[src/rtl/aes_ram.sv]
module aes_ram #(
    parameter int WIDTH = 32,
    parameter int DEPTH = 60
) (
    input  logic                     aclk,
    input  logic                     we,
    input  logic [$clog2(DEPTH)-1:0] waddr,
    input  logic [WIDTH-1:0]         wdata,
    input  logic [$clog2(DEPTH)-1:0] raddr,
    output logic [WIDTH-1:0]         rdata
);

    logic [WIDTH-1:0] mem [DEPTH];

    always_ff @(posedge aclk) begin
        if (we) begin
            mem[waddr] <= wdata;
        end
        rdata <= mem[raddr];
    end

endmodule

[config.mk]
export PLATFORM = sky130hd
export DESIGN_NAME = aes_ram
export DESIGN_NICKNAME = d
export VERILOG_FILES = /design/src/rtl/aes_ram.sv
export SDC_FILE = /design/constraint.sdc
export NUM_CORES = 2
export LEC_CHECK = 0
export BUFFER_PORTS_ARGS = -buffer_cell sky130_fd_sc_hd__buf_2
export CAP_MARGIN = 10
export CORE_MARGIN = 10
export CORE_UTILIZATION = 55
export DETAILED_ROUTE_END_ITERATION = 8
export GPL_ROUTABILITY_DRIVEN = 0
export GPL_TIMING_DRIVEN = 0
export PLACE_DENSITY = 0.79
export SETUP_SLACK_MARGIN = 0.1
export SLEW_MARGIN = 20
export SYNTH_ARGS = -nofsm -noshare
export SYNTH_HDL_FRONTEND = slang
export SYNTH_SLANG_ARGS = --single-unit
export TNS_END_PERCENT = 50
[constraint.sdc]
create_clock -name aclk -period 5.19 [get_ports aclk]
set_clock_uncertainty 0.15 [all_clocks]
set_input_delay 0.519 -clock aclk [delete_from_list [all_inputs] [get_ports aclk]]
set_output_delay 0.519 -clock aclk [all_outputs]
set_load 0.05 [all_outputs]
==> metrics.md <==
| Metric | Value |
|---|---|
| Switching power | `7.08 mW` |
| Dpl ws | `1.31 ns` |
| WP buf/inv | `5` |
| Worst path top cell family by delay | `buffers and inverters` |
| Register share of total power | `54.4%` |
| Hold WC Path Type | `in2reg` |
| Max incr delay on CP | `0.86 ns` |
| Critical path start-end classification | `in2reg` |
| Clk pin slew, worst setup/hold paths | `0.07 ns` |
| RSZ-0062 raised after global routing | `false` |
| CTS root buf | `clkbuf_16` |
| Tcrit/Tclk final | `62.9%` |
| Core box area | `133,000 sq um` |
| Hold Fails Final Rpt | `0` |
| CTS Buf Count | `179` |
| Total GRT Usage | `27.6%` |
| Final WL | `205,000 microns` |
| Antenna-violating nets left | `0` |
| Yosys reg bits | `1,952` |
| Crit path cell chain | `buf_2 > clkbuf_1 > clkbuf_1 > buf_1 > clkbuf_1 > o211ai_1` |
| Worst slew margin | `20.1%` |
| Combinational Power Share | `5.7%` |
| Internal Power | `25.1 mW` |
| Worst Path Max Fanout | `10` |
| Critical Path End Type | `flop` |
| Cell mode on critical path | `clkbuf_1` |
| Die Y | `386 microns` |
| Yosys warns | `0` |
| Starting DRT DRC Count | `7,059` |
| Layout area overhead | `14.5%` |
| Cell count after synthesis | `3,264` |
| Largest net degree at the start of global routing | `61` |
| Routed wire per std cell | `37.0 microns` |
| Number of synthesized flops with an enable pin | `1,920` |
| Slowest-stage cell, CP | `buf_1` |
| Pwr dens | `381 nW/um^2` |
| Post-route insts no fill | `5,531` |
| Sequential area share after synthesis | `79.0%` |
| Startpoint type of the worst setup path | `primary input` |
| Congestion Overflow GR | `0` |
| Die Width | `386 microns` |
| First-pass GRT wire length | `292,000 microns` |
| Final setup viols | `0` |
| Outcome | `completed` |
| I/O Pins | `78` |
| Cell variety after synth | `38` |
| Final net count | `3,653` |
| Starting density of the core | `55.3%` |
| Max-Cap Viols | `0` |
| Synthesized area per cell | `22.6 sq um` |
| Via Count | `38,891` |
| Clock share of power | `39.9%` |
| Worst-skew pair later-pin latency | `0.82 ns` |
| Slew Limit Fails | `0` |
| TNS Setup | `0 ns` |
| CTS sink count | `1,952` |
| Core Rows | `134` |
| Fill count | `8,255` |
| Final WS setup | `1.92 ns` |
| DRT Pass-1 Iters | `6` |
| Dpl hpwl | `123,000 microns` |
| Fmax | `306 MHz` |
| Die Footprint | `149,000 sq um` |
| H-tree Lvls | `4` |
| Slew of the pin with the lowest slew margin | `1.20 ns` |
| Area of the multi-input gates | `14,900 sq um` |
| Proportion of layout cells with a drive suffix above 1 | `27.3%` |
| Pleak | `26.4 nW` |
| Max rail drop VDD | `0.000374 V` |
| Port bufs | `69` |
| Vias in the first global route | `39,400` |
| Min Tclk post-route | `3.27 ns` |
| Predominant post-synthesis flop cell | `edfxtp_1` |
| Post-synth ARST share | `0%` |
| Area contributors post-synth | `edfxtp_1 78%, mux4_2 14%, a22oi_1 1.1%` |
| Net Count, Synth | `3,310` |
| Seq. cell area | `58,300 sq um` |
| Sw frac | `22.0%` |
| Avg Vias per Cell | `7.03` |
| Synth top area share | `78.1%` |
| Crit path DAT | `3.73 ns` |
| Placed Instances | `5,190` |
| Drt drc | `0` |
| Cell taking the most area after synthesis | `edfxtp_1` |
| CTS max path bufs | `3` |
| Critical Path RT | `5.65 ns` |
| Synth Cell Area | `73,800 sq um` |
| Initial antenna violation count | `6` |
| TritonCTS clock tree | `built` |
==> final cells by class <==
type,instances,share of cell area [%]
multi-input combinational,1120,17.7
buffer,189,1.19
clock inverter,100,0.967
tap,1768,2.62
sequential,1952,69.0
antenna,4,0.0118
clock buffer,233,5.66
timing repair buffer,162,2.87
inverter,3,0.0133
==> worst paths after layout <==
path                                             from                    to  slack (ns)  depth (start not counted)
worst max register to register   mem[27][3]$_DFFE_PP_      rdata[3]$_DFF_P_        2.79                          4
worst max-delay path                         raddr[3]      rdata[5]$_DFF_P_        1.92                          6
worst min register to register  mem[58][18]$_DFFE_PP_     rdata[18]$_DFF_P_        0.74                          4
worst min-delay path                         wdata[6]  mem[32][6]$_DFFE_PP_        0.11                          1
==> logic make-up after synthesis <==
kind of cell,Yosys count,synth area share [%]
DFF,1952,79.0
muxes,499,14.6
buffers and inverters,192,1.38
and+or+nand+nor,237,1.45
AOI/OAI and AO/OA,384,3.60
==> stage by stage <==
stage / hold WS (ns) / cell area [sq um] / utilization, % / total power, mW
final: 0.105 / 84500 / 63.3 / 32.2
after global routing: 0.114 / 84500 / 63.3 / 32.8
after CTS: 0.229 / 84400 / 63.2 / 32.1
after detailed placement: 0.718 / 78800 / 59.0 / 19.6
after global placement: 0.714 / 76400 / 57.2 / 19.5
after floorplan: 0.468 / 73800 / - / 18.8
==> synthesized netlist by cell type (22+ instances only) <==
cell type     n
mux4_2      461
o211ai_1     32
buf_1        22
o21ai_0      65
mux2i_1      38
a21oi_1      45
a22oi_1     109
nand3_1      43
a22o_1       26
clkbuf_1     91
nand2_1      62
edfxtp_1   1920
dfxtp_1      32
nor2_1       86
buf_2        42
==> sequential cells by signal (all words and copies together) (netlist names) <==
signal and cells:
rdata 32, mem 1920
==> routing by layer <==
| metal | routed length, microns | vias to the layer above | GRT usage [%] |
|---|---|---|---|
| li1 | - | 14619 | - |
| met1 | 67300 | 19969 | 36.1 |
| met3 | 28900 | 665 | 7.47 |
| met4 | 12700 | 2 | 14.4 |
| met2 | 96000 | 3636 | 42.7 |
| met5 | 6 | - | 0 |
==> layout by cell type (no fill, tap or decap), types with 32 or more instances in the layout <==
| cell type | instances |
|---|---|
| clkbuf_16 | 182 |
| mux2i_1 | 38 |
| nand3_1 | 43 |
| o21ai_0 | 65 |
| edfxtp_1 | 1920 |
| clkinv_1 | 35 |
| buf_4 | 50 |
| buf_12 | 44 |
| a22oi_1 | 109 |
| nand2_1 | 62 |
| buf_16 | 39 |
| a21oi_1 | 45 |
| clkbuf_1 | 138 |
| o211ai_1 | 32 |
| dfxtp_1 | 32 |
| nor2_4 | 58 |
| clkinv_2 | 35 |
| mux4_2 | 461 |
| buf_2 | 84 |
==> power by group through the flow <==
stage	registers (mW)	clock network [mW]	logic [mW]
floorplan	17.9	0	0.834
detailed placement	17.8	0	1.75
global route	17.5	13.4	1.89
CTS	17.5	12.8	1.79
global placement	17.8	0	1.66
finish	17.5	12.8	1.84
==> repair_timing <==
action	CTS	global route
hold buffers	0	2
setup buffers	0	0
hold endpoints to repair	0	24
resized for setup	0	0
Power figures use the tool's default switching activity.
